**config.mk**
```make
export PLATFORM = sky130hd
export DESIGN_NAME = mrx_front
export DESIGN_NICKNAME = d
export VERILOG_FILES = /design/src/rtl/mrx_pkg.sv /design/src/rtl/mrx_front.sv
export SDC_FILE = /design/constraint.sdc
export NUM_CORES = 1
export LEC_CHECK = 0
export BUFFER_PORTS_ARGS = -buffer_cell sky130_fd_sc_hd__buf_2
export CORE_AREA = 3 3 40 42
export DETAILED_ROUTE_END_ITERATION = 8
export DIE_AREA = 0 0 43 45
export PLACE_DENSITY = 0.61
export SYNTH_ARGS = -nofsm -noshare
export SYNTH_HDL_FRONTEND = slang
export SYNTH_SLANG_ARGS = --single-unit
```
**constraint.sdc**
```tcl
create_clock -name vclk -period 1.7
set_input_delay 0.425 -clock vclk [all_inputs]
set_output_delay 0.425 -clock vclk [all_outputs]
set_load 0.01 [all_outputs]
```
**src/rtl/mrx_pkg.sv**
```systemverilog
// Package for the modem receive block: item types, codes, sizes and characters.
`default_nettype none
package mrx_pkg;

    // Store sizes.
    localparam int LINE_DEPTH  = 64;
    localparam int FRAME_DEPTH = 512;
    localparam int LINE_AW     = $clog2(LINE_DEPTH);
    localparam int FRAME_AW    = $clog2(FRAME_DEPTH);

    // Copy of the first bytes of a line, used for prefix checks.
    localparam int HEAD_LEN = 6;
    localparam int HEAD_AW  = $clog2(HEAD_LEN);

    // Command queue between the front and the back; a power of two.
    localparam int QUEUE_DEPTH = 2;
    localparam int QUEUE_AW    = $clog2(QUEUE_DEPTH);
    localparam int QUEUE_CW    = $clog2(QUEUE_DEPTH + 1);

    // Characters.
    localparam logic [7:0] C_CR    = 8'h0D;
    localparam logic [7:0] C_LF    = 8'h0A;
    localparam logic [7:0] C_S     = 8'h53;
    localparam logic [7:0] C_G     = 8'h47;
    localparam logic [7:0] C_O     = 8'h4F;
    localparam logic [7:0] C_K     = 8'h4B;
    localparam logic [7:0] C_R     = 8'h52;
    localparam logic [7:0] C_Y     = 8'h59;
    localparam logic [7:0] C_PLUS  = 8'h2B;
    localparam logic [7:0] C_X     = 8'h58;
    localparam logic [7:0] C_ZERO  = 8'h30;
    localparam logic [7:0] C_B     = 8'h42;
    localparam logic [7:0] C_D     = 8'h44;
    localparam logic [7:0] C_I     = 8'h49;
    localparam logic [7:0] C_N     = 8'h4E;
    localparam logic [7:0] C_E     = 8'h45;
    localparam logic [7:0] C_A     = 8'h41;

    typedef enum logic [2:0] {
        OP_BYTE       = 3'd0,
        OP_RELEASE    = 3'd1,
        OP_ARM        = 3'd2,
        OP_READ_LINE  = 3'd3,
        OP_READ_FRAME = 3'd4
    } t_op;

    typedef enum logic [2:0] {
        K_NONE,
        K_BYTE,
        K_RELEASE,
        K_ARM,
        K_READ_LINE,
        K_READ_FRAME
    } t_kind;

    typedef enum logic [2:0] {
        EV_NONE    = 3'd0,
        EV_TEXT    = 3'd1,
        EV_DONE    = 3'd2,
        EV_RING    = 3'd3,
        EV_PAYLOAD = 3'd4,
        EV_GOOD    = 3'd5,
        EV_BAD     = 3'd6,
        EV_READ    = 3'd7
    } t_event;

    typedef enum logic [2:0] {
        CL_OTHER = 3'd0,
        CL_OK    = 3'd1,
        CL_READY = 3'd2,
        CL_SBDIX = 3'd3,
        CL_ZERO  = 3'd4
    } t_class;

    typedef enum logic [2:0] {
        PH_TEXT,
        PH_LEN_HI,
        PH_LEN_LO,
        PH_DATA,
        PH_SUM_HI,
        PH_SUM_LO
    } t_phase;

    typedef enum logic [1:0] {
        DS_REG,
        DS_LINE,
        DS_FRAME
    } t_dsel;

    typedef struct packed {
        logic [2:0] op;
        logic [7:0] rx_byte;
        logic [8:0] read_addr;
    } t_in_item;

    typedef struct packed {
        logic [2:0]  event_res;
        logic [7:0]  data;
        logic [15:0] count;
        logic [2:0]  line_class;
        logic        overflow;
    } t_out_item;

    // Classified command as it travels from the front to the back.
    typedef struct packed {
        t_kind      kind;
        logic [7:0] rx_byte;
        logic [8:0] read_addr;
        logic       is_cr;
        logic       is_lf;
        logic       is_g;
    } t_cmd;

    // Status of the back for the checks at the top level.
    typedef struct packed {
        logic text_mode;
        logic line_ready;
        logic line_empty;
    } t_back_stat;

endpackage
`default_nettype wire

```
**src/rtl/mrx_front.sv**
```systemverilog
// Front of the modem receive block: accepts input items and classifies them.
`default_nettype none
module mrx_front (
    input  wire logic             i_in_valid,
    output logic                  o_in_ready,
    input  mrx_pkg::t_in_item     i_in_item,
    input  wire logic             i_q_full,
    output logic                  o_push,
    output mrx_pkg::t_cmd         o_cmd
);
    import mrx_pkg::*;

    assign o_in_ready = !i_q_full;
    assign o_push     = i_in_valid && !i_q_full;

    always_comb begin
        o_cmd.rx_byte   = i_in_item.rx_byte;
        o_cmd.read_addr = i_in_item.read_addr;
        o_cmd.is_cr     = (i_in_item.rx_byte == C_CR);
        o_cmd.is_lf     = (i_in_item.rx_byte == C_LF);
        o_cmd.is_g      = (i_in_item.rx_byte == C_G);
        unique case (i_in_item.op)
            OP_BYTE:       o_cmd.kind = K_BYTE;
            OP_RELEASE:    o_cmd.kind = K_RELEASE;
            OP_ARM:        o_cmd.kind = K_ARM;
            OP_READ_LINE:  o_cmd.kind = K_READ_LINE;
            OP_READ_FRAME: o_cmd.kind = K_READ_FRAME;
            default:       o_cmd.kind = K_NONE;
        endcase
    end

endmodule
`default_nettype wire

```
==> After elaboration in Yosys (flattened, before gate mapping) <==
Index checks and enable logic that the tools add are counted.
{ "classes": {"reduce_logical": 3, "div": 0, "n_mux": 1, "n_bitwise": 0, "n_mul": 0, "shifts": 0, "n_lt_le_gt_ge": 0, "addsub": 0, "n_eq_ne": 7} }
{ "op_table": {"columns": ["op", "n"], "rows": [
  ["$eq A8 B4 Y1 const B", 2],
  ["$pmux W3 S5", 1],
  ["$eq A8 B7 Y1 const B", 1],
  ["$eq A3 B2 Y1 const B", 2],
  ["$eq A3 B1 Y1 const B", 1],
  ["$eq A3 B3 Y1 const B", 1],
  ["$logic_not A3 Y1", 1],
  ["$logic_and A1 B1 Y1", 1],
  ["$logic_not A1 Y1", 1]
]} }
{ "totals": {"input_bits": 22, "word_cells": 11, "output_inout_bits": 25, "latch_bits": 0, "register_bits": 0, "memories": 0, "mem_bits_rw": 0, "romBits": 0} }

==> Logic depth before layout (Yosys ltp) <==
{ "depth": {"depth_word": 2, "ltp_mapped": 2, "ltp_nobuf": 2} }

==> Worst setup path before layout <==
Ideal clock, no wire load.
{ "synth_timing": {"path_kind": "input to output", "start": "input i_in_item[14] in the netlist's numbering", "end": "output o_cmd[0] in the netlist's numbering", "stages": 2, "required_time_ns": 1.275, "n_path_buf": 0, "setup_slack_ns": -0.049, "t_arrival_ns": 1.324, "path_cell_list": "or4b_1 nor4_1"} }
{ "synth_rtl": {"columns": ["item", "line", "rtl"], "rows": [
  ["start, declared", "mrx_front.sv:6", "input mrx_pkg::t_in_item i_in_item,"],
  ["end, declared", "mrx_front.sv:9", "output mrx_pkg::t_cmd o_cmd"]
]} }

==> metrics.sh <==
STATUS='finished with violations'
FAILING_CHECKS='negative setup slack'
CORE-AREA_SQ_MM=0.001285
SITE_ROW_COUNT=13
DRT-TOTAL-WL_UM=560
GRT_USE_TOTAL_PCT=5.058
SLEW_VIOLATIONS=0
CELL_AREA_AFTER_PLACEMENT_SQ_UM=256.5
FINAL_SETUP_VIOLATION_COUNT=3
DPL.CELL_COUNT=60
START_UTIL_PCT=17.14
CPMAXSTAGEDELAYCELL='sky130_fd_sc_hd__or4b_4'
SETUP.WORST_PATH.CLASS='input pin to output pin'
LAYOUTNONFILLERINSTCOUNT=60
POST-SYNTH-TOP-AREA-CELL='sky130_fd_sc_hd__buf_4'
SYNTHMOSTINSTANTIATEDCELL='sky130_fd_sc_hd__buf_4'
SYNTH.CELL_AREA_SQ_UM=220.2
PWR_DENSITY_CELL_mW_PER_MM2=226.4
CELLLEAKAGEPOWER_nW=0.1659
DETAIL_ROUTE.FIRST_PASS.ITERATIONS=2
FINAL_CRITICAL_PATH_SETUP_SLACK_NS=-0.1287
DRC=0
CRITICAL_PATH.MAX_FANOUT=3
MAX_FREQ_MHz=546.8
TIMING.CRITICAL_PATH.FROM_TYPE='input pin'
MAX_CAP_VIOLATIONS=0
REPORT.FINAL.HOLD_VIOL_COUNT=0
FLOPS_AND_LATCHES=0
WORSTHOLDPATHTYPE='input pin to output pin'
TIMING.CRITICAL_PATH.SLOWEST_CELL_DELAY_NS=0.56
MAXIMUM_NUMBER_OF_PINS_ON_ONE_NET_BEFORE_GLOBAL_ROUTE_REPAIR=5
POST_SYNTH.CELL_AREA_AVG_SQ_UM=6.673
LAYOUT-DRIVE-GT1-SHARE_PCT=71.11
AREA_GROWTH_SYN_TO_LAYOUT_PCT=36.36
DESIGN.FINAL.NETS=69
NUMBER_OF_ANTENNA_VIOLATIONS_AT_THE_FIRST_CHECK_IN_GLOBAL_ROUTING=0
FIN_CRIT_NS=1.829
NUMBER_OF_DIFFERENT_LIBRARY_CELLS_IN_THE_POST_SYNTHESIS_NETLIST=13
CP_CELL_SEQUENCE='buf_6 > or4b_4 > nor4_2 > buf_2'
GRT_FIRST_PASS_WIRELENGTH_UM=828
YOSYSWARNINGCOUNT=0
IO_BUFFER_COUNT=29
YOSYS-TOP-CELLS-COUNT='17 x sky130_fd_sc_hd__buf_4, 2 x sky130_fd_sc_hd__inv_1, 2 x sky130_fd_sc_hd__nand2_1, 2 x sky130_fd_sc_hd__nand2b_1, 2 x sky130_fd_sc_hd__nor4_1'
SYN_NETS=55
WL_PER_CELL_UM=9.333
CP_DATA_ARRIVAL_TIME_NS=1.40
SETUP.WORST_PATH.END_CLASS='output pin'
DIE-HEIGHT_UM=45
TIMING.FINAL.CRIT_SHARE_PCT=107.6
GRT_OVERFLOW=0
RSZ0062_AT_GRT='true'
GRT_PASS1_VIAS=193
TIMING_WORST_SLEW_PIN_VALUE_NS=0.1974
WORST_ENDPOINT_REQUIRED_TIME_NS=1.27
SYNTH_TOP_AREA_SHARE_PCT=57.95
SYNTH.YOSYS.SEQ_AREA_SHARE_PCT=0
POST_DRT_VIA_CELL_RATIO=3.883
FIN_TOTAL_PWR_W=0.00006800
DR.FIRST_ITER.DRC_COUNT=3
FIN_WORST_HOLD_SLACK_NS=0.8500
GPL.FINAL_WEIGHTED_CONGESTION=0.5331
FILL_CELLS=156
SYNTH_TOP_AREA_CELLS='sky130_fd_sc_hd__buf_4 58%, sky130_fd_sc_hd__nand2b_1 5.7%, sky130_fd_sc_hd__nor4_1 5.7%'
POSTROUTEANTENNANETS=0
FINALINSTANCEAREA_SQ_UM=300.3
SYN_INST=33
HOLD_BUFFERS=0
SLEW_HEADROOM_PCT=86.73
VIA_COUNT=233
MIN_PATH_CELLS=0
CLOCK_BUFFERS=0
DIE_WIDTH_UM=43
PEAKVDDDROP_uV=43.16
DIE-AREA_SQ_MM=0.001935
N_ANTENNA_CELL=0
IOS=47
COMBINED_FLIP_FLOP_AND_LATCH_CELL_AREA_SQ_UM=0
==> final cells by class <==
type,instances,area (sq um),share of cell area [%]
Timing Repair Buffer,29,163.9,54.58
Tap cell,15,18.77,6.250
Multi-Input combinational cell,14,110.1,36.67
Inverter,2,7.507,2.500
==> placed cells by master (no fill, tap or decap), drive strengths merged <==
| cell | instances |
|---|---|
| nor2 | 1 |
| a21oi | 1 |
| buf | 29 |
| or4 | 1 |
| o22ai | 1 |
| nand2b | 2 |
| nand2 | 2 |
| nor3 | 1 |
| xnor2 | 1 |
| inv | 2 |
| or4b | 1 |
| nor4 | 2 |
| nor2b | 1 |
==> timing repair <==
item,in CTS,in global routing
gates cloned,0,0
gates resized for setup,6,1
hold endpoints to repair,0,0
setup endpoints to repair,3,3
setup buffers,0,0
==> worst max-delay path, delay by kind of cell <==
kind,cells,cell delay [ns]
simple gates,2,0.71
buf+inv,2,0.26
==> final timing paths <==
check	startpoint	end	slack, ns
worst max-delay path	i_in_item[14]	o_cmd[0]	-0.13
worst min-delay path	i_in_item[7]	o_cmd[10]	0.85
==> metrics by stage <==
step / TNS, ns / worst slack, ns / utilization [%]
after detailed placement: -0.4239 / -0.1831 / 19.96
after CTS: -0.2893 / -0.1202 / 22.69
after global routing: -0.4214 / -0.1617 / 23.37
final: -0.2866 / -0.1287 / 23.37
after global placement: -0.3495 / -0.1415 / 19.96
after floorplan: -0.09720 / -0.04860 / -
==> kinds of logic (layout without fill, tap and decap cells) <==
family	count (synthesis)	in the layout	synth area share [%]
simple gates	11	11	29.54
xor+xnor	1	1	3.978
compound gates	2	2	5.113
buf+inv	19	31	61.36
==> report_power, final <==
group          internal, W  leakage [nW]  switching (W)
combinational    0.0000342         0.166      0.0000338
clock                    0             0              0
sequential               0             0              0
==> layer usage <==
layer  track usage [%]  vias up  share of wire [%]
li1                  -      116                  -
met1             6.667       97                 34
met2             8.084       20                 45
met3             1.594        0                 21
met4             1.205        0                  0
met5                 0        -                  0
(Power assumes the default switching activity.)
