**src/rtl/mrx_pkg.sv**
```systemverilog
// Package for the modem receive block: item types, codes, sizes and characters.
`default_nettype none
package mrx_pkg;

    // Store sizes.
    localparam int LINE_DEPTH  = 64;
    localparam int FRAME_DEPTH = 512;
    localparam int LINE_AW     = $clog2(LINE_DEPTH);
    localparam int FRAME_AW    = $clog2(FRAME_DEPTH);

    // Copy of the first bytes of a line, used for prefix checks.
    localparam int HEAD_LEN = 6;
    localparam int HEAD_AW  = $clog2(HEAD_LEN);

    // Command queue between the front and the back; a power of two.
    localparam int QUEUE_DEPTH = 2;
    localparam int QUEUE_AW    = $clog2(QUEUE_DEPTH);
    localparam int QUEUE_CW    = $clog2(QUEUE_DEPTH + 1);

    // Characters.
    localparam logic [7:0] C_CR    = 8'h0D;
    localparam logic [7:0] C_LF    = 8'h0A;
    localparam logic [7:0] C_S     = 8'h53;
    localparam logic [7:0] C_G     = 8'h47;
    localparam logic [7:0] C_O     = 8'h4F;
    localparam logic [7:0] C_K     = 8'h4B;
    localparam logic [7:0] C_R     = 8'h52;
    localparam logic [7:0] C_Y     = 8'h59;
    localparam logic [7:0] C_PLUS  = 8'h2B;
    localparam logic [7:0] C_X     = 8'h58;
    localparam logic [7:0] C_ZERO  = 8'h30;
    localparam logic [7:0] C_B     = 8'h42;
    localparam logic [7:0] C_D     = 8'h44;
    localparam logic [7:0] C_I     = 8'h49;
    localparam logic [7:0] C_N     = 8'h4E;
    localparam logic [7:0] C_E     = 8'h45;
    localparam logic [7:0] C_A     = 8'h41;

    typedef enum logic [2:0] {
        OP_BYTE       = 3'd0,
        OP_RELEASE    = 3'd1,
        OP_ARM        = 3'd2,
        OP_READ_LINE  = 3'd3,
        OP_READ_FRAME = 3'd4
    } t_op;

    typedef enum logic [2:0] {
        K_NONE,
        K_BYTE,
        K_RELEASE,
        K_ARM,
        K_READ_LINE,
        K_READ_FRAME
    } t_kind;

    typedef enum logic [2:0] {
        EV_NONE    = 3'd0,
        EV_TEXT    = 3'd1,
        EV_DONE    = 3'd2,
        EV_RING    = 3'd3,
        EV_PAYLOAD = 3'd4,
        EV_GOOD    = 3'd5,
        EV_BAD     = 3'd6,
        EV_READ    = 3'd7
    } t_event;

    typedef enum logic [2:0] {
        CL_OTHER = 3'd0,
        CL_OK    = 3'd1,
        CL_READY = 3'd2,
        CL_SBDIX = 3'd3,
        CL_ZERO  = 3'd4
    } t_class;

    typedef enum logic [2:0] {
        PH_TEXT,
        PH_LEN_HI,
        PH_LEN_LO,
        PH_DATA,
        PH_SUM_HI,
        PH_SUM_LO
    } t_phase;

    typedef enum logic [1:0] {
        DS_REG,
        DS_LINE,
        DS_FRAME
    } t_dsel;

    typedef struct packed {
        logic [2:0] op;
        logic [7:0] rx_byte;
        logic [8:0] read_addr;
    } t_in_item;

    typedef struct packed {
        logic [2:0]  event_res;
        logic [7:0]  data;
        logic [15:0] count;
        logic [2:0]  line_class;
        logic        overflow;
    } t_out_item;

    // Classified command as it travels from the front to the back.
    typedef struct packed {
        t_kind      kind;
        logic [7:0] rx_byte;
        logic [8:0] read_addr;
        logic       is_cr;
        logic       is_lf;
        logic       is_g;
    } t_cmd;

    // Status of the back for the checks at the top level.
    typedef struct packed {
        logic text_mode;
        logic line_ready;
        logic line_empty;
    } t_back_stat;

endpackage
`default_nettype wire

```
**src/rtl/mrx_queue.sv**
```systemverilog
// Short command queue between the front and the back of the modem receive block.
`default_nettype none
module mrx_queue (
    input  wire logic        i_clk,
    input  wire logic        i_rst_n,
    input  wire logic        i_push,
    input  mrx_pkg::t_cmd    i_push_cmd,
    output logic             o_full,
    input  wire logic        i_pop,
    output logic             o_valid,
    output mrx_pkg::t_cmd    o_cmd
);
    import mrx_pkg::*;

    t_cmd                r_slot [QUEUE_DEPTH];
    logic [QUEUE_AW-1:0] r_wr_ptr, n_wr_ptr;
    logic [QUEUE_AW-1:0] r_rd_ptr, n_rd_ptr;
    logic [QUEUE_CW-1:0] r_count,  n_count;
    logic                do_pop;

    assign o_full  = (r_count == QUEUE_CW'(QUEUE_DEPTH));
    assign o_valid = (r_count != '0);
    assign o_cmd   = r_slot[r_rd_ptr];
    assign do_pop  = i_pop && o_valid;

    always_comb begin
        n_wr_ptr = i_push ? r_wr_ptr + 1'b1 : r_wr_ptr;
        n_rd_ptr = do_pop ? r_rd_ptr + 1'b1 : r_rd_ptr;
        n_count  = r_count + QUEUE_CW'(i_push) - QUEUE_CW'(do_pop);
    end

    always_ff @(posedge i_clk) begin
        if (!i_rst_n) begin
            r_wr_ptr <= '0;
            r_rd_ptr <= '0;
            r_count  <= '0;
        end else begin
            r_wr_ptr <= n_wr_ptr;
            r_rd_ptr <= n_rd_ptr;
            r_count  <= n_count;
        end
    end

    always_ff @(posedge i_clk) begin
        if (i_push) begin
            r_slot[r_wr_ptr] <= i_push_cmd;
        end
    end

endmodule
`default_nettype wire

```
**config.mk**
```make
export PLATFORM = sky130hd
export DESIGN_NAME = mrx_queue
export DESIGN_NICKNAME = d
export VERILOG_FILES = /design/src/rtl/mrx_pkg.sv /design/src/rtl/mrx_queue.sv
export SDC_FILE = /design/constraint.sdc
export NUM_CORES = 1
export LEC_CHECK = 0
export ABC_AREA = 0
export BUFFER_PORTS_ARGS = -buffer_cell sky130_fd_sc_hd__buf_2
export CORE_ASPECT_RATIO = 0.5
export CORE_MARGIN = 2
export CORE_UTILIZATION = 30
export DETAILED_ROUTE_END_ITERATION = 10
export HOLD_SLACK_MARGIN = 0.06
export PLACE_DENSITY = 0.6
export SYNTH_ARGS = -nofsm -noshare
export SYNTH_HDL_FRONTEND = slang
export SYNTH_SLANG_ARGS = --single-unit
```
**constraint.sdc**
```tcl
create_clock -name i_clk -period 3.4 [get_ports i_clk]
set_input_delay 0.34 -clock i_clk [delete_from_list [all_inputs] [get_ports i_clk]]
set_output_delay 0.34 -clock i_clk [all_outputs]
set_load 0.005 [all_outputs]
```
; ---- Yosys cells after proc, flatten, opt, wreduce, memory -nomap -nowiden
; Memory sizes are Yosys's and may differ from the RTL's. A register that Yosys moved wholly into a read port is not among the register bits.
; Cells that the tools add are included.
[totals]
ff_bits = 4
ramBits = 46
in_bits = 27
output_inout_bits = 25
word_cells = 15
mem_count = 1
[memory_table]
columns = memory, words, word_bits, read_ports, rd_ports_with_merged_regs, write_ports, line_no
row1 = r_slot, 2, 23, 1, 1, 1, mrx_queue.sv:15  ; t_cmd r_slot [QUEUE_DEPTH];
[op_classes]
add_sub_neg = 4
eq_ne = 1
muxes = 4
n_reduce_logical = 2
[op_table]
columns = op, n
row1 = $mux 1, 4
row2 = $add 1x1->1 const B, 2
row3 = $add 2x1->2, 1
row4 = $eq 2x2->1 const B, 1
row5 = $reduce_bool 2->1, 1
row6 = $sub 2x1->2, 1
row7 = $logic_and 1x1->1, 1

; ---- Depth between registers and ports, before layout
; Gate-level depths: netlist of run 1.
[logic_depth]
word_depth = 4
depth_mapped = 6
mapped_depth_nobuf = 6

; ---- Worst setup path after synthesis of run 1
; OpenSTA, ideal clock, no wires.
[synth_path]
path_kind = in2reg
from = in i_push
to = mem r_slot[0][0] (netlist bit), enable pin
t_arrival_ns = 1.434
required_ns = 2.993
path_slack_ns = 1.559
cell_stages = 1
cell_sequence = nor2b_1
[synth_via]
elab_chain_cells = 2
[synth_lines]
columns = item, line_no
row1 = "start, declared", mrx_queue.sv:6  ; input wire logic i_push,
row2 = $mux 1, mrx_queue.sv:45  ; if (i_push) begin
row3 = $mux 1 (implied by the code), mrx_queue.sv:46  ; r_slot[r_wr_ptr] <= i_push_cmd;
row4 = "end, declared", mrx_queue.sv:15
; No other way between the ends.

==> summary.log, run 1 <==
qor: global_routing.grt_remaining_overflow 0
qor: timing.max_freq 555.5 MHz
qor: placed_design.postPlaceCellArea 2344 µm²
qor: global_routing.first_global_vias 963
qor: setup_path.crit_path_max_cell_delay 0.38 ns
qor: global_routing.gr-max-usage-layer met2
qor: timing.fin_hold_ws 0.2479 ns
qor: final_layout.postLayoutCoreUtil 0.3976
qor: clock_tree.post_cts_buffers 0
qor: run_status.status finished clean
qor: logic_synthesis.netlist_area_pre_place 1983 µm²
qor: setup_path.buffers_plus_inverters_on_the_worst_setup_path 2
qor: logic_synthesis.synth-seq-area-share 0.7470
qor: logic_synthesis.ys_async_sr_fraction 0
qor: logic_synthesis.synthTopCellsByCount edfxtp_1, mux2_4, dfxtp_1
qor: logic_synthesis.synth.ff_latch_count 51
qor: logic_synthesis.syn-mean-instance-area 21.10 µm²
qor: floorplan.floorplan.die_area 7316 µm²
qor: timing.final.min_clock_period 1.800 ns
qor: logic_synthesis.synth.net_count 123
qor: route.post-route-drc-count 0
qor: timing.tightest_slew 1.076 ns
qor: clock_tree.tritoncts yes
qor: global_routing.global_route.usage.met1 0.07267
qor: timing.fin_skew 0.004903 ns
qor: setup_path.cpMaxStageDelayCell mux2_1
qor: route.drt-pass1-iter-count 3
qor: clock_tree.total_of_hold_buffers_inserted_after_clock_tree_synthesis 0
qor: logic_synthesis.post_synth_inst_count 94
qor: route.route.final.wire_length 2891 µm
qor: global_routing.met2_usage 0.1609
qor: placed_design.gpl.final_weighted_congestion 0.6685
qor: logic_synthesis.ys_types 16
qor: final_layout.areaGrowthSynthToFinish 24.92%
qor: route.detail_route.vias_per_cell 3.917
qor: final_layout.antenna-diode-count 0
qor: final_layout.final_layout_size_suffix_gt1_frac 0.5329
qor: setup_path.worstSetupStartpointType register
qor: floorplan.die_x 119.0 µm
qor: pwr.power_density_over_the_cells 629.4 nW/µm²
qor: timing.setup-violations-final 0
qor: clock_tree.cts_made_buffers 5
qor: setup_path.crit_fanout 23
qor: placed_design.port-buffer-count 51
qor: route.detail-route-antenna-nets 0
qor: clock_tree.clock_tree.root_cell clkbuf_16
qor: setup_path.critical_path_class reg -> out
qor: logic_synthesis.synthTopCellsByArea edfxtp_1, mux2_4, dfxtp_1
qor: logic_synthesis.synth_warnings 0
qor: logic_synthesis.synth_enable_flop_cells 46
qor: timing.period_share 0.5295
qor: timing.final_critical_path_setup_slack 1.600 ns
qor: global_routing.antenna_violations_before_repair 0
qor: final_layout.ff_latch_area 1481 µm²
qor: clock_tree.htree_levels 2
qor: setup_path.worstPathArrival 1.46 ns
qor: logic_synthesis.yosysTopAreaCell edfxtp_1
qor: final_layout.final_net_count 181
qor: flow_run.max-cap-violations 0
qor: setup_path.worst_ep_required_time 3.06 ns
qor: clock_tree.tritoncts_num_sinks 51
qor: clock_tree.cts_resizes 0
qor: timing.final.setup.tns 0 ns
qor: final_layout.multi_input_gate_area 474.2 µm²
qor: setup_path.critPathCaptureType output port
qor: timing.relSlewSlack 0.2824
qor: setup_path.worstPathCellList buf_4, mux2_1, buf_2
qor: pwr.leakagePower 0.0009813 µW
qor: global_routing.globalRouteTotalUtil 0.07931
qor: logic_synthesis.netlist.area_leader.share 0.6965
qor: global_routing.grt_start_max_net_pins 24
qor: placed_design.detailedPlacementHpwl 1964 µm
qor: final_layout.fill_cells 577
qor: logic_synthesis.post-synth-top-count-cell edfxtp_1
qor: floorplan.core_area 6231 µm²
qor: min_path.holdCritPathClass in -> reg
qor: floorplan.count_of_standard_cell_rows 20
qor: timing.timing.final.max_slew_violations 0
qor: clock_tree.clock_insertion_delay_worst_skew 0.28 ns
qor: timing.setup_repair_after_global_routing_missed_its_margin no
qor: clock_tree.clk_pin_slew 0.06 ns
qor: route.detail_route.iter0.violations 33
qor: floorplan.die_height 61.49 µm
qor: route.wl_per_cell 12.05 µm
qor: floorplan.num_io_pins 52
qor: route.via_count 940
qor: timing.hold_viol_final 0
qor: global_routing.grt_first_pass_wirelength 4250 µm
qor: pwr.irDropWorstVdd 239.7 µV
qor: floorplan.initial_core_util 0.3183
qor: setup_path.crit_family buffers and inverters
qor: clock_tree.buffers_from_clock_root_to_sink_at_most 2
qor: global_routing.grt.met3_usage 0.02778
qor: final_layout.post-route-cell-area 2477 µm²
qor: logic_synthesis.synthFlopType edfxtp_1
qor: placed_design.preCtsSetupSlack 1.660 ns
-- through the flow --
stage                     instances  total power [µW]
after CTS                       240              1581
after global routing            240              1634
after floorplan                  94              1019
after global placement          233              1125
final                           240              1559
after detailed placement        233              1129
-- cell type report --
class,count,area share
Clock buffer,5,0.05050
Tap cell,88,0.04444
Inverter,2,0.003030
Clock inverter,2,0.003535
Timing Repair Buffer,53,0.1091
Sequential cell,51,0.5980
Multi-Input combinational cell,39,0.1914
-- kinds of logic (layout without fill, tap and decap cells) --
logic type,after synthesis,count (layout),synth area share
simple gates,9,9,0.02713
mux,25,25,0.1785
fa+ha+maj,2,2,0.01262
buf+inv,4,62,0.01514
compound gates,2,2,0.008204
flops,51,51,0.7470
xor+xnor,1,1,0.01136
-- power breakdown --
part           switching (µW)  total [µW]  internal [µW]
clock network             189         453            264
logic                     142         353            212
registers                17.4         753            736
-- registers in the layout (all words and copies together) (netlist names), named ones only --
name	cells
r_count	2
r_rd_ptr	1
r_slot	46
r_wr_ptr	1
-- layer usage --
| metal | share of wire | up-vias |
|---|---|---|
| met4 | 0.0093 | 0 |
| met2 | 0.55 | 13 |
| met3 | 0.036 | 2 |
| met1 | 0.40 | 452 |
| met5 | 0 | - |
| li1 | - | 473 |
-- placed cells by master (no fill, tap or decap) --
master,count
nand2b_1,1
xnor3_1,1
nor2b_1,3
inv_1,2
ha_1,2
clkbuf_16,5
buf_2,51
and2_1,2
mux2i_1,2
clkinv_1,1
or2_1,1
o21a_1,1
edfxtp_1,46
o21a_2,1
clkinv_2,1
dfxtp_1,5
nand2_1,1
mux2_1,3
mux2_4,20
nor2b_2,1
buf_4,2
-- path summary, 6_finish.rpt --
check	to	slack, ns	depth (start not counted)	startpoint
hold / removal	r_slot[1][7]	0.25	1	i_push_cmd[7]
setup / recovery	o_cmd[18]	1.60	3	register
hold reg to reg	register	0.48	2	r_rd_ptr
setup reg to reg	r_slot[1][15]	1.81	1	r_wr_ptr
No activity file was read; power rests on OpenSTA's default activity.
==> run 2, diff against run 1 <==
==> constraint.sdc (replaced) <==
create_clock -name i_clk -period 1.8 [get_ports i_clk]
set_input_delay 0.18 -clock i_clk [delete_from_list [all_inputs] [get_ports i_clk]]
set_output_delay 0.18 -clock i_clk [all_outputs]
set_load 0.005 [all_outputs]
==> run 2 against run 1 <==
Combinational power up 97%. Register-to-register slack got worse by 1.4 ns. Non-clock buffer count grew 1.
==> summary.log, run 2 (same netlist as run 1, synthesis figures left out) <==
qor: clock_tree.clk_pin_slew 0.06 ns [about the same]
qor: setup_path.worst-path-stages 3 [unchanged]
qor: setup_path.worstPathCellList buf_12, mux2_1, buf_2 [was buf_4, mux2_1, buf_2]
qor: pwr.power_switching 682.5 µW [was 347.6 µW]
qor: clock_tree.htree_levels 2 [unchanged]
qor: timing.timing.final.max_slew_violations 0 [unchanged]
qor: final_layout.layout_common_cells buf_2, edfxtp_1, mux2_4 [unchanged]
qor: timing.setup_repair_after_global_routing_missed_its_margin no [unchanged]
qor: setup_path.r2r_endpoint r_count[1] [was r_slot[1][15]]
qor: setup_path.critical_path_class reg -> out [unchanged]
qor: final_layout.largest_register_ffs 46 [unchanged]
qor: clock_tree.cts_made_buffers 5 [unchanged]
qor: clock_tree.clock_tree.root_cell clkbuf_16 [unchanged]
qor: placed_design.gpl.final_weighted_congestion 0.6729 [was 0.6685]
qor: placed_design.placed_cells 234 [was 233]
qor: setup_path.critPathCaptureType output port [unchanged]
qor: final_layout.final_cells 241 [was 240]
qor: final_layout.multi_input_gate_area 474.2 µm² [unchanged]
qor: setup_path.worstSetupStartpointType register [unchanged]
qor: final_layout.top_register r_slot [unchanged]
qor: timing.period_share 0.8391
qor: final_layout.areaGrowthSynthToFinish 25.93% [was 24.92%]
qor: route.route.final.wire_length 3136 µm [was 2891 µm]
qor: route.drt-pass1-iter-count 4 [was 3]
qor: clock_tree.cts_resizes 0 [unchanged]
qor: global_routing.antenna_violations_before_repair 0 [unchanged]
qor: final_layout.layout.cells.most_common buf_2 [unchanged]
qor: setup_path.crit_path_max_cell_delay 0.35 ns [was 0.38 ns]
qor: clock_tree.buffers_from_clock_root_to_sink_at_most 2 [unchanged]
qor: final_layout.fill_cells 575 [was 577]
qor: global_routing.grt_start_max_net_pins 24 [unchanged]
qor: setup_path.ff2ff_path_depth 6 [was 1]
qor: global_routing.first_global_vias 1046 [was 963]
qor: clock_tree.post_cts_buffers 0 [unchanged]
qor: timing.tightest_slew 0.3277 ns [was 1.076 ns]
qor: floorplan.count_of_standard_cell_rows 20 [unchanged]
qor: setup_path.worst_ep_required_time 1.62 ns [was 3.06 ns]
qor: timing.fin_skew 0.002525 ns [was 0.004903 ns]
qor: global_routing.grt_remaining_overflow 0 [unchanged]
qor: timing.setup-violations-final 0 [unchanged]
qor: floorplan.initial_core_util 0.3183 [unchanged]
qor: run_status.status finished clean [unchanged]
qor: setup_path.critical_path.endpoint o_cmd[18] [unchanged]
qor: final_layout.final_layout_size_suffix_gt1_frac 0.5359 [was 0.5329]
qor: timing.final.min_clock_period 1.510 ns
qor: placed_design.preCtsSetupSlack 0.3645 ns [was 1.660 ns]
qor: global_routing.grt_first_pass_wirelength 4698 µm [was 4250 µm]
qor: flow_run.max-cap-violations 0 [unchanged]
qor: timing.final.setup.tns 0 ns [unchanged]
qor: route.detail-route-antenna-nets 0 [unchanged]
qor: pwr.irDropWorstVdd 381.1 µV [was 239.7 µV]
qor: timing.final_critical_path_setup_slack 0.2896 ns [was 1.600 ns]
qor: setup_path.regToRegSetupSlack 0.37 ns [was 1.81 ns]
qor: min_path.holdCritPathClass in -> reg [unchanged]
qor: placed_design.detailedPlacementHpwl 2172 µm [was 1964 µm]
qor: floorplan.floorplan.die_area 7316 µm² [unchanged]
qor: clock_tree.total_of_hold_buffers_inserted_after_clock_tree_synthesis 0 [unchanged]
qor: floorplan.core_area 6231 µm² [unchanged]
qor: placed_design.port-buffer-count 51 [unchanged]
qor: setup_path.regToRegStartpoint r_count[1] [was r_wr_ptr]
qor: pwr.p_sw_frac 0.2282 [was 0.2229]
qor: final_layout.final_net_count 182 [was 181]
qor: setup_path.crit_family flip-flops [was buffers and inverters]
qor: clock_tree.tritoncts yes [unchanged]
qor: pwr.comb_power_share 0.232 [was 0.227]
qor: floorplan.die_height 61.49 µm [unchanged]
qor: clock_tree.tritoncts_num_sinks 51 [unchanged]
qor: timing.relSlewSlack 0.7815 [was 0.2824]
qor: setup_path.crit_fanout 23 [unchanged]
qor: floorplan.num_io_pins 52 [unchanged]
qor: route.post-route-drc-count 0 [unchanged]
qor: route.detail_route.iter0.violations 55 [was 33]
qor: timing.hold_viol_final 0 [unchanged]
qor: setup_path.cpMaxStageDelayCell dfxtp_1 [was mux2_1]
qor: route.via_count 984 [was 940]
qor: final_layout.top_regs r_slot x46, r_count x2 [unchanged]
qor: route.wl_per_cell 13.01 µm [was 12.05 µm]
qor: setup_path.worstPathArrival 1.33 ns [was 1.46 ns]
qor: route.detail_route.vias_per_cell 4.083 [was 3.917]
qor: pwr.power_frac_clock 0.290 [about the same]
qor: pwr.power_density_over_the_cells 1197 nW/µm² [was 629.4 nW/µm²]
qor: final_layout.ff_latch_area 1481 µm² [unchanged]
qor: pwr.sequentialPowerShare 0.477 [was 0.483]
qor: floorplan.die_x 119.0 µm [unchanged]
qor: pwr.report.power.total 2990 µW [was 1559 µW]
qor: clock_tree.clock_insertion_delay_worst_skew 0.28 ns [about the same]
qor: pwr.leakagePower 0.0009898 µW [was 0.0009813 µW]
qor: global_routing.globalRouteTotalUtil 0.08786 [was 0.07931]
qor: timing.max_freq 662.1 MHz
qor: pwr.cell_internal_power_dissipation 2308 µW [was 1212 µW]
qor: final_layout.antenna-diode-count 0 [unchanged]
qor: setup_path.buffers_plus_inverters_on_the_worst_setup_path 2 [unchanged]
[run 2: cell count changes in the layout (fill, tap and decap cells not counted)]
| cell | delta |
|---|---|
| buf_12 | +1 |
[run 2: layer usage]
layer	vias up	track usage	routed length, µm
met5	-	0	0
met4	0	0.05102	57
met3	5	0.02870	108
met2	18	0.1806	1868
met1	488	0.08009	1102
li1	473	-	-
[run 2: final cells by class]
cell class                      instances  area share
Multi-Input combinational cell         39      0.1899
Inverter                                2    0.003006
Clock inverter                          2    0.003507
Sequential cell                        51      0.5932
Clock buffer                            5     0.05010
Tap cell                               88     0.04409
Timing Repair Buffer                   54      0.1162
[run 2: per-stage QoR]
stage | area, µm² | util | hold WS [ns]
2_1_floorplan | 1983 | - | 0.2789
3_3_place_gp | 2364 | 0.3793 | 0.3684
3_5_place_dp | 2364 | 0.3793 | 0.3743
4_1_cts | 2497 | 0.4008 | 0.07782
5_1_grt | 2497 | 0.4008 | 0.07603
6_report | 2497 | 0.4008 | 0.08477
[run 2: worst min path at each step]
stage | startpoint | endpoint | slack, ns | cells past startpoint
3_5_place_dp | i_push_cmd[2] | r_slot[0][2] | 0.37 | 1
5_1_grt | i_push_cmd[19] | r_slot[0][19] | 0.08 | 1
2_1_floorplan | i_push_cmd[0] | r_slot[0][0] | 0.28 | 0
3_3_place_gp | i_push_cmd[0] | r_slot[0][0] | 0.37 | 1
4_1_cts | i_push_cmd[2] | r_slot[0][2] | 0.08 | 1
6_report | i_push_cmd[2] | r_slot[1][2] | 0.08 | 1
[run 2: power by group through the flow]
stage	clock network [µW]	registers [µW]	logic, µW
CTS	899	1430	714
global placement	0	1450	694
finish	868	1430	694
detailed placement	0	1450	713
global route	944	1430	760
floorplan	0	1450	474
