`config.mk`:
```
export PLATFORM = sky130hd
export DESIGN_NAME = mrx_back
export DESIGN_NICKNAME = d
export VERILOG_FILES = /design/src/rtl/mrx_pkg.sv /design/src/rtl/mrx_back.sv
export SDC_FILE = /design/constraint.sdc
export NUM_CORES = 2
export LEC_CHECK = 0
export BUFFER_PORTS_ARGS = -buffer_cell sky130_fd_sc_hd__buf_4
export CAP_MARGIN = 0
export CORE_ASPECT_RATIO = 1.75
export CORE_MARGIN = 2
export CORE_UTILIZATION = 40
export CTS_CLUSTER_DIAMETER = 50
export DETAILED_ROUTE_END_ITERATION = 8
export HOLD_SLACK_MARGIN = 0.02
export PLACE_DENSITY = 0.57
export SYNTH_ARGS = -nofsm -noshare
export SYNTH_HDL_FRONTEND = slang
export SYNTH_MEMORY_MAX_BITS = 65536
export SYNTH_SLANG_ARGS = --single-unit
```
`constraint.sdc`:
```
create_clock -name i_clk -period 7 [get_ports i_clk]
set_input_delay 0.7 -clock i_clk [delete_from_list [all_inputs] [get_ports i_clk]]
set_output_delay 0.7 -clock i_clk [all_outputs]
set_load 0.03 [all_outputs]
```
`src/rtl/mrx_pkg.sv`:
```
// Package for the modem receive block: item types, codes, sizes and characters.
`default_nettype none
package mrx_pkg;

    // Store sizes.
    localparam int LINE_DEPTH  = 64;
    localparam int FRAME_DEPTH = 512;
    localparam int LINE_AW     = $clog2(LINE_DEPTH);
    localparam int FRAME_AW    = $clog2(FRAME_DEPTH);

    // Copy of the first bytes of a line, used for prefix checks.
    localparam int HEAD_LEN = 6;
    localparam int HEAD_AW  = $clog2(HEAD_LEN);

    // Command queue between the front and the back; a power of two.
    localparam int QUEUE_DEPTH = 2;
    localparam int QUEUE_AW    = $clog2(QUEUE_DEPTH);
    localparam int QUEUE_CW    = $clog2(QUEUE_DEPTH + 1);

    // Characters.
    localparam logic [7:0] C_CR    = 8'h0D;
    localparam logic [7:0] C_LF    = 8'h0A;
    localparam logic [7:0] C_S     = 8'h53;
    localparam logic [7:0] C_G     = 8'h47;
    localparam logic [7:0] C_O     = 8'h4F;
    localparam logic [7:0] C_K     = 8'h4B;
    localparam logic [7:0] C_R     = 8'h52;
    localparam logic [7:0] C_Y     = 8'h59;
    localparam logic [7:0] C_PLUS  = 8'h2B;
    localparam logic [7:0] C_X     = 8'h58;
    localparam logic [7:0] C_ZERO  = 8'h30;
    localparam logic [7:0] C_B     = 8'h42;
    localparam logic [7:0] C_D     = 8'h44;
    localparam logic [7:0] C_I     = 8'h49;
    localparam logic [7:0] C_N     = 8'h4E;
    localparam logic [7:0] C_E     = 8'h45;
    localparam logic [7:0] C_A     = 8'h41;

    typedef enum logic [2:0] {
        OP_BYTE       = 3'd0,
        OP_RELEASE    = 3'd1,
        OP_ARM        = 3'd2,
        OP_READ_LINE  = 3'd3,
        OP_READ_FRAME = 3'd4
    } t_op;

    typedef enum logic [2:0] {
        K_NONE,
        K_BYTE,
        K_RELEASE,
        K_ARM,
        K_READ_LINE,
        K_READ_FRAME
    } t_kind;

    typedef enum logic [2:0] {
        EV_NONE    = 3'd0,
        EV_TEXT    = 3'd1,
        EV_DONE    = 3'd2,
        EV_RING    = 3'd3,
        EV_PAYLOAD = 3'd4,
        EV_GOOD    = 3'd5,
        EV_BAD     = 3'd6,
        EV_READ    = 3'd7
    } t_event;

    typedef enum logic [2:0] {
        CL_OTHER = 3'd0,
        CL_OK    = 3'd1,
        CL_READY = 3'd2,
        CL_SBDIX = 3'd3,
        CL_ZERO  = 3'd4
    } t_class;

    typedef enum logic [2:0] {
        PH_TEXT,
        PH_LEN_HI,
        PH_LEN_LO,
        PH_DATA,
        PH_SUM_HI,
        PH_SUM_LO
    } t_phase;

    typedef enum logic [1:0] {
        DS_REG,
        DS_LINE,
        DS_FRAME
    } t_dsel;

    typedef struct packed {
        logic [2:0] op;
        logic [7:0] rx_byte;
        logic [8:0] read_addr;
    } t_in_item;

    typedef struct packed {
        logic [2:0]  event_res;
        logic [7:0]  data;
        logic [15:0] count;
        logic [2:0]  line_class;
        logic        overflow;
    } t_out_item;

    // Classified command as it travels from the front to the back.
    typedef struct packed {
        t_kind      kind;
        logic [7:0] rx_byte;
        logic [8:0] read_addr;
        logic       is_cr;
        logic       is_lf;
        logic       is_g;
    } t_cmd;

    // Status of the back for the checks at the top level.
    typedef struct packed {
        logic text_mode;
        logic line_ready;
        logic line_empty;
    } t_back_stat;

endpackage
`default_nettype wire

```
`src/rtl/mrx_back.sv`:
```
// Back of the modem receive block: line and frame state, both stores, result register.
`default_nettype none
module mrx_back (
    input  wire logic            i_clk,
    input  wire logic            i_rst_n,
    input  wire logic            i_q_valid,
    input  mrx_pkg::t_cmd        i_cmd,
    output logic                 o_pop,
    output logic                 o_out_valid,
    input  wire logic            i_out_ready,
    output mrx_pkg::t_out_item   o_out_item,
    output mrx_pkg::t_back_stat  o_stat
);
    import mrx_pkg::*;

    // Architectural state.
    t_phase              r_phase, n_phase;
    logic [LINE_AW-1:0]  r_line_len, n_line_len;
    logic                r_line_ready, n_line_ready;
    logic [15:0]         r_frame_len, n_frame_len;
    logic [15:0]         r_frame_index, n_frame_index;
    logic [15:0]         r_run_sum, n_run_sum;
    logic [7:0]          r_sum_hi, n_sum_hi;
    logic [7:0]          r_head [HEAD_LEN];

    // Stores and their registered read ports.
    logic [7:0]          line_mem  [LINE_DEPTH];
    logic [7:0]          frame_mem [FRAME_DEPTH];
    logic [7:0]          r_line_q;
    logic [7:0]          r_frame_q;

    // Result register.
    logic                r_out_valid;
    t_out_item           r_out, n_out;
    t_dsel               r_dsel, n_dsel;

    logic                fire;
    logic                line_we, frame_we, head_we;
    logic                line_rd, frame_rd;
    logic [15:0]         addr_ext;
    logic [15:0]         index_next;
    logic [15:0]         len_next;
    logic                ring_match;
    t_class              line_cls;

    assign fire     = i_q_valid && (!r_out_valid || i_out_ready);
    assign o_pop    = fire;
    assign addr_ext = 16'(i_cmd.read_addr);
    assign line_rd  = fire && (i_cmd.kind == K_READ_LINE);
    assign frame_rd = fire && (i_cmd.kind == K_READ_FRAME);

    assign ring_match = (r_head[0] == C_S) && (r_head[1] == C_B) && (r_head[2] == C_D) &&
                        (r_head[3] == C_R) && (r_head[4] == C_I) && (r_head[5] == C_N);

    // Prefix class of the current line; only the first bytes take part.
    always_comb begin
        priority if (r_line_len >= LINE_AW'(2) && r_head[0] == C_O && r_head[1] == C_K) begin
            line_cls = CL_OK;
        end else if (r_line_len >= LINE_AW'(5) && r_head[0] == C_R && r_head[1] == C_E &&
                     r_head[2] == C_A && r_head[3] == C_D && r_head[4] == C_Y) begin
            line_cls = CL_READY;
        end else if (r_line_len >= LINE_AW'(6) && r_head[0] == C_PLUS &&
                     r_head[1] == C_S && r_head[2] == C_B && r_head[3] == C_D &&
                     r_head[4] == C_I && r_head[5] == C_X) begin
            line_cls = CL_SBDIX;
        end else if (r_line_len >= LINE_AW'(1) && r_head[0] == C_ZERO) begin
            line_cls = CL_ZERO;
        end else begin
            line_cls = CL_OTHER;
        end
    end

    always_comb begin
        n_phase       = r_phase;
        n_line_len    = r_line_len;
        n_line_ready  = r_line_ready;
        n_frame_len   = r_frame_len;
        n_frame_index = r_frame_index;
        n_run_sum     = r_run_sum;
        n_sum_hi      = r_sum_hi;
        n_out         = '0;
        n_dsel        = DS_REG;
        line_we       = 1'b0;
        frame_we      = 1'b0;
        head_we       = 1'b0;
        index_next    = r_frame_index + 16'd1;
        len_next      = {r_frame_len[15:8], i_cmd.rx_byte};
        n_out.event_res = EV_NONE;

        unique case (i_cmd.kind)
            K_BYTE: begin
                if (r_phase == PH_TEXT) begin
                    if (i_cmd.is_cr || r_line_ready) begin
                        n_out.event_res = EV_NONE;
                    end else if (i_cmd.is_lf && r_line_len == '0) begin
                        n_out.event_res = EV_NONE;
                    end else if (i_cmd.is_g && r_line_len == LINE_AW'(HEAD_LEN) &&
                                 ring_match) begin
                        n_line_ready    = 1'b0;
                        n_line_len      = '0;
                        n_out.event_res = EV_RING;
                    end else if (i_cmd.is_lf) begin
                        n_line_ready     = 1'b1;
                        n_out.event_res  = EV_DONE;
                        n_out.count      = 16'(r_line_len);
                        n_out.line_class = line_cls;
                    end else if (r_line_len < LINE_AW'(LINE_DEPTH - 1)) begin
                        line_we         = 1'b1;
                        head_we         = (r_line_len < LINE_AW'(HEAD_LEN));
                        n_line_len      = r_line_len + 1'b1;
                        n_out.event_res = EV_TEXT;
                        n_out.data      = i_cmd.rx_byte;
                        n_out.count     = 16'(r_line_len) + 16'd1;
                    end
                end else begin
                    unique case (r_phase)
                        PH_LEN_HI: begin
                            n_frame_len = {i_cmd.rx_byte, 8'h00};
                            n_phase     = PH_LEN_LO;
                        end
                        PH_LEN_LO: begin
                            n_frame_len   = len_next;
                            n_run_sum     = '0;
                            n_frame_index = '0;
                            n_phase       = (len_next == '0) ? PH_SUM_HI : PH_DATA;
                        end
                        PH_DATA: begin
                            n_out.event_res = EV_PAYLOAD;
                            n_out.data      = i_cmd.rx_byte;
                            n_out.count     = r_frame_index;
                            if (r_frame_index < 16'(FRAME_DEPTH)) begin
                                frame_we = 1'b1;
                            end else begin
                                n_out.overflow = 1'b1;
                            end
                            n_run_sum     = r_run_sum + 16'(i_cmd.rx_byte);
                            n_frame_index = index_next;
                            if (index_next >= r_frame_len) begin
                                n_phase = PH_SUM_HI;
                            end
                        end
                        PH_SUM_HI: begin
                            n_sum_hi = i_cmd.rx_byte;
                            n_phase  = PH_SUM_LO;
                        end
                        PH_SUM_LO: begin
                            n_out.event_res = ({r_sum_hi, i_cmd.rx_byte} == r_run_sum) ?
                                              EV_GOOD : EV_BAD;
                            n_out.count     = r_frame_len;
                            n_out.overflow  = (r_frame_len > 16'(FRAME_DEPTH));
                            n_phase         = PH_TEXT;
                        end
                        default: begin
                            n_phase = PH_TEXT;
                        end
                    endcase
                end
            end
            K_RELEASE: begin
                n_line_ready = 1'b0;
                n_line_len   = '0;
            end
            K_ARM: begin
                n_line_ready  = 1'b0;
                n_line_len    = '0;
                n_frame_len   = '0;
                n_frame_index = '0;
                n_run_sum     = '0;
                n_sum_hi      = '0;
                n_phase       = PH_LEN_HI;
            end
            K_READ_LINE: begin
                n_out.event_res = EV_READ;
                n_out.count     = 16'(r_line_len);
                n_dsel = (addr_ext < 16'(LINE_DEPTH)) ? DS_LINE : DS_REG;
            end
            K_READ_FRAME: begin
                n_out.event_res = EV_READ;
                n_out.count     = r_frame_len;
                n_dsel = (addr_ext < 16'(FRAME_DEPTH)) ? DS_FRAME : DS_REG;
            end
            default: begin
                n_out.event_res = EV_NONE;
            end
        endcase
    end

    always_ff @(posedge i_clk) begin
        if (!i_rst_n) begin
            r_phase       <= PH_TEXT;
            r_line_len    <= '0;
            r_line_ready  <= 1'b0;
            r_frame_len   <= '0;
            r_frame_index <= '0;
            r_run_sum     <= '0;
            r_sum_hi      <= '0;
            r_out_valid   <= 1'b0;
        end else begin
            if (fire) begin
                r_phase       <= n_phase;
                r_line_len    <= n_line_len;
                r_line_ready  <= n_line_ready;
                r_frame_len   <= n_frame_len;
                r_frame_index <= n_frame_index;
                r_run_sum     <= n_run_sum;
                r_sum_hi      <= n_sum_hi;
                r_out_valid   <= 1'b1;
            end else if (i_out_ready) begin
                r_out_valid   <= 1'b0;
            end
        end
    end

    always_ff @(posedge i_clk) begin
        if (fire) begin
            r_out  <= n_out;
            r_dsel <= n_dsel;
        end
        if (fire && head_we) begin
            r_head[r_line_len[HEAD_AW-1:0]] <= i_cmd.rx_byte;
        end
    end

    always_ff @(posedge i_clk) begin
        if (fire && line_we) begin
            line_mem[r_line_len] <= i_cmd.rx_byte;
        end
        if (line_rd) begin
            r_line_q <= line_mem[addr_ext[LINE_AW-1:0]];
        end
    end

    always_ff @(posedge i_clk) begin
        if (fire && frame_we) begin
            frame_mem[r_frame_index[FRAME_AW-1:0]] <= i_cmd.rx_byte;
        end
        if (frame_rd) begin
            r_frame_q <= frame_mem[addr_ext[FRAME_AW-1:0]];
        end
    end

    always_comb begin
        o_out_item = r_out;
        unique case (r_dsel)
            DS_LINE:  o_out_item.data = r_line_q;
            DS_FRAME: o_out_item.data = r_frame_q;
            default:  o_out_item.data = r_out.data;
        endcase
    end

    assign o_out_valid       = r_out_valid;
    assign o_stat.text_mode  = (r_phase == PH_TEXT);
    assign o_stat.line_ready = r_line_ready;
    assign o_stat.line_empty = (r_line_len == '0);

endmodule
`default_nettype wire

```
# After elaboration in Yosys (flattened, before gate mapping)
# Memories as Yosys holds them, arrays and structs flattened. A register that Yosys moved wholly into a read port is not among the register bits.
# Cells that the tools add are included.
word_totals:
  regBits: 100
  ram_bits: 4656
  inputBits: 27
  output_inout_bits: 36
  elab_cells: 217
  n_memories: 3
memory_table:
  columns: ["memory", "words", "word_bits", "rd", "rd_clocked_by_memory_dff", "wr", "line_no", "rtl"]
  rows:
  - ["frame_mem", 512, 8, 1, 1, 1, "mrx_back.sv:28", "logic [7:0] frame_mem [FRAME_DEPTH];"]
  - ["line_mem", 64, 8, 1, 1, 1, "mrx_back.sv:27", "logic [7:0] line_mem [LINE_DEPTH];"]
  - ["r_head", 6, 8, 6, 0, 1, "mrx_back.sv:24", "logic [7:0] r_head [HEAD_LEN];"]
op_classes:
  add_sub_neg: 4
  magnitude_cmp: 11
  n_eq_ne: 45
  mux: 84
  bitwise_logic: 3
  reduce_logical: 50
op_table:
  columns: ["cell", "n"]
  rows:
  - ["case mux 16 bit (2 select lines)", 7]
  - ["== test 8 x 7 -> 1 bit, second input constant", 16]
  - ["2-to-1 mux 27 bit", 4]
  - ["2-to-1 mux 16 bit", 4]
  - ["case mux 16 bit (3 select lines)", 1]
  - ["2-to-1 mux 6 bit", 6]
  - ["2-to-1 mux 1 bit", 33]
  - ["2-to-1 mux 8 bit", 4]
  - ["case mux 8 bit (2 select lines)", 2]
  - ["logical AND 1 bit", 28]
  - ["2-to-1 mux 25 bit", 1]
  - ["2-to-1 mux 3 bit", 8]
  - ["case mux 3 bit (2 select lines)", 3]
  - ["adder 16 x 1 -> 16 bit, second input constant", 1]
  - ["adder 16 x 8 -> 16 bit", 1]
  - ["== test 16 bit", 1]
  - ["== test 8 x 6 -> 1 bit, second input constant", 2]
  - [">= comparator 16 bit", 1]
  - ["greater-than comparator 16 x 10 -> 1 bit, second input constant", 1]
  - ["logical NOT 16 bit", 1]
  - ["less-than comparator 16 x 10 -> 1 bit, second input constant", 1]
  - ["AND reduction 4 bit", 4]
  - ["== test 3 x 2 -> 1 bit, second input constant", 4]
  - ["== test 3 bit, second input constant", 4]
  - ["other kinds (35)", 59]

# Longest topological paths before layout
# An unclocked memory read counts as a cell.
logic_depth:
  word_depth: 17
  mapped_depth: 15
  ltp_nobuf: 14

# Worst setup path after synthesis
# No wires, ideal clock.
synth_timing:
  kind: "input -> register"
  from: "input port i_cmd[3] (netlist name)"
  to: "register r_line_q[1], read port of line_mem (data pin)"
  setup_time_ps: 272
  arrival_time_ps: 3099
  required_time_ps: 6728
  path_slack_ps: 3629
  path_stages: 8
  n_path_buf: 5
  path_cell_list: "buf_6 -> buf_6 -> buf_4 -> buf_6 -> buf_2 -> mux4_2 -> mux4_2 -> mux4_2"
synth_rtl:
  columns: ["element", "line_no", "rtl"]
  rows:
  - ["start: declaration", "mrx_back.sv:7", "input mrx_pkg::t_cmd i_cmd,"]
  - ["end: declaration", "mrx_back.sv:29", "logic [7:0] r_line_q;"]

# Worst setup path after layout
layout_timing:
  from: "register r_phase[1]"
  to: "memory frame_mem[232][3] (enable)"
layout_between:
  elab_chain_cells: 7
  elab_cells_between_ends: 8
  classes_between: "eq/ne: 1; mux: 5; reduce/logical: 2"
layout_lines:
  columns: ["element", "line_no", "rtl"]
  rows:
  - ["start: declaration", "mrx_back.sv:17", "t_phase r_phase, n_phase;"]
  - ["start signal: assignment", "mrx_back.sv:200", "r_phase <= n_phase;"]
  - ["== test 3 x 2 -> 1 bit", "mrx_back.sv:116", "unique case (r_phase)"]
  - ["2-to-1 mux 1 bit", "mrx_back.sv:116", null]
  - ["2-to-1 mux 1 bit (*)", "mrx_back.sv:92", "if (r_phase == PH_TEXT) begin"]
  - ["2-to-1 mux 1 bit (*)", "mrx_back.sv:90", "unique case (i_cmd.kind)"]
  - ["logical AND 1 bit (*)", "mrx_back.sv:234", "if (fire && frame_we) begin"]
  - ["2-to-1 mux 1 bit (*)", "mrx_back.sv:234", null]
  - ["2-to-1 mux 1 bit (not written as such) (*)", "mrx_back.sv:235", "frame_mem[r_frame_index[FRAME_AW-1:0]] <= i_cmd.rx_byte;"]
  - ["end: declaration", "mrx_back.sv:28", null]
# Every way passes the cells marked *; elsewhere a longest branch is shown, timed or not.

==> flow_metrics.py <==
metrics = {
    "cells_and_area": {
        "drive_gt1_share_pct": 24.5,
        "layout.area.seq_um2": 143000,
        "fin_util_pct": 44.8,
        "multi_input_area_um2": 41600,
        "fillCellCount": 39200,
        "final_cells": 15500,
        "area_growth_pct": 11.7,
        "nNetsFinal": 9030,
    },
    "route": {
        "wirelength_um": 559000,
        "vias": 91000,
        "viasPerCell": 5.86,
        "ant_nets": 0,
        "firstDrtPassIters": 6,
        "drc": 0,
        "drt_iter0_markers": 9630,
        "wl_per_cell_um": 36.1,
    },
    "placed_design": {
        "gp_congestion": 0.870,
        "post-dp-hpwl_um": 367000,
        "dp.cells": 14700,
        "port_buffers": 62,
    },
    "power": {
        "power.density_nw_per_um2": 277,
        "leakage_nw": 63.5,
        "vdd_drop_max_mv": 0.249,
    },
    "timing": {
        "finClkSkew_ns": 0.0418,
        "timing.slew.headroom_pct": 2.48,
        "fin_crit_sh_pct": 76.2,
        "rsz0062_at_grt": "false",
        "clock.fmax_mhz": 187,
        "tightestPinTransition_ns": 1.46,
        "hold_viol": 0,
        "tns_ns": 0,
        "period_needed_ns": 5.34,
        "setup_viol": 0,
        "maxSlewViolCount": 0,
    },
    "grt": {
        "grt_use_total_pct": 23.4,
        "antenna_found_initial": 21,
        "grt_pass1_vias": 95800,
        "grt_pass1_wl_um": 774000,
        "grt_overflow": 0,
        "grt_max_degree": 217,
    },
    "die": {
        "io_pins": 63,
        "die_h_um": 908,
        "fp.dieW_um": 521,
        "die_area_um2": 473000,
        "placementRows": 332,
        "coreArea_um2": 466000,
        "start_util_pct": 40.1,
    },
    "worst_hold_path": {
        "hp-class": "input pin to flop",
    },
    "worst_setup_path": {
        "max_stage_delay_ns": 0.83,
        "path_cells": "nor2b_1, nand3_1, nor2_2, buf_4, and2_1, buf_4, nand3_4, buf_4, nor2_1",
        "crit_family": "simple AND/OR/NAND/NOR gates",
        "r2r_slack_ns": 1.66,
        "slowest_stage": "nand3_4",
        "crit_path_frequent_cell": "buf_4",
        "start_kind": "flop",
        "crit_type": "flop to flop",
        "required_ns": 7.58,
        "worst-path-max-fanout": 24,
        "cp.arrival_ns": 5.92,
        "crit_buf_inv": 3,
        "crit_path_end_kind": "flop",
    },
    "synth": {
        "syn_area_um2": 187000,
        "synth_seq_area_share_pct": 76.3,
        "synth_edf_count": 4705,
        "async_reset_ff_share_pct": 0,
        "synth_area_per_cell_um2": 21.3,
        "ys.flop_type": "edfxtp_1",
        "yosys_warnings": 0,
        "ys_ff_latch": 4772,
        "synth_common_cells": "edfxtp_1, mux4_2, nor2_1",
        "ys_types": 83,
        "netlist_instances": 8787,
        "yosysTopAreaCell": "edfxtp_1",
        "yosys.cell_count.top_type": "edfxtp_1",
        "synth_fp_nets": 8849,
        "netlist_top_cells_area": "edfxtp_1, mux4_2, nor2_1",
        "synth_top_area_share_pct": 75.6,
    },
    "clock_tree": {
        "post_cts_buffers": 0,
        "clockBufferDepth": 4,
        "cts_sinks": 4772,
        "ctsRootBufferMaster": "clkbuf_16",
        "cts_made_buffers": 406,
        "cts_tree": "built",
        "cts_max_level": 5,
        "clk_pin_slew_ns": 0.07,
        "worstSkewPairLatency_ns": 0.99,
    },
    "run": {
        "maxCapViolCount": 0,
    },
    "status": {
        "outcome": "completed",
    },
}
-- power breakdown --
group,switching (mW),internal (mW)
Clock,10.6,13.0
Combinational,1.99,0.985
Sequential,0.00868,31.4
Total,12.6,45.3
-- state kept, by name, indices dropped and copies added (netlist names), 16 cells and up --
register,flops
frame_mem,4096
line_mem,512
o_out_item,23
r_frame_index,16
r_frame_len,16
r_head,48
r_run_sum,16
-- path summary, 6_finish.rpt --
path                       end          from  cells past startpoint
max reg2reg  frame_mem[232][3]    r_phase[1]                      9
min            frame_mem[0][2]     i_cmd[14]                      1
max          frame_mem[232][3]    r_phase[1]                      9
min reg2reg       r_run_sum[2]  r_run_sum[2]                      2
-- stage by stage --
stage	area, um^2	power, mW	worst slack, ns	hold slack (ns)
6_report	209000	57.9	1.66	0.153
5_1_grt	209000	59.2	1.55	0.141
4_1_cts	209000	58.3	1.70	0.0714
3_5_place_dp	195000	35.0	1.11	0.471
3_3_place_gp	195000	35.0	1.23	0.461
2_1_floorplan	187000	33.5	3.63	0.445
-- repair_timing --
action | in CTS | in global routing
gates resized for setup | 0 | 0
setup endpoints to repair | 0 | 0
hold buffers | 3 | 0
endpoints found under the hold margin | 3 | 0
-- placed cells by master (no fill, tap or decap), types with 50 or more instances in the layout --
master and n:
nor2b_1 64, a22oi_1 110, a21oi_1 66, edfxtp_1 4705
nand3_1 104, clkbuf_1 50, nor2_1 668, bufinv_16 53
nand2_1 249, dfxtp_1 67, buf_4 266, mux2i_1 177
clkbuf_16 415, mux4_2 1275, o21ai_0 63, clkinv_1 76
clkinv_2 70
-- metal layers --
metal	track usage, %	vias up	share of wire [%]
li1	-	36900	-
met1	25.1	49400	33
met2	43.2	3675	54
met3	2.80	1036	5.4
met4	15.0	6	7.4
met5	0	-	0.0059
-- layout make-up --
class	count	area share [%]
flip-flops and latches	4772	68.3
multi-input cells	3421	19.9
clock buffers	472	5.11
well taps	6179	3.70
repair buffers	322	1.45
clock inverters	268	1.39
inverters	45	0.0893
diodes	32	0.0384
-- logic make-up (layout without fill, tap and decap cells) --
| group | after synthesis | in the layout | share of synthesized area (%) |
|---|---|---|---|
| other | 0 | 32 | 0 |
| AOI/OAI and AO/OA | 502 | 502 | 1.89 |
| and+or+nand+nor | 1373 | 1373 | 3.33 |
| adders and majority gates | 35 | 35 | 0.238 |
| xor gates and xnor gates | 36 | 36 | 0.169 |
| muxes | 1475 | 1475 | 16.4 |
| DFF | 4772 | 4772 | 76.3 |
| buffers and inverters | 594 | 1107 | 1.65 |
No activity file was read; power rests on OpenSTA's default activity.
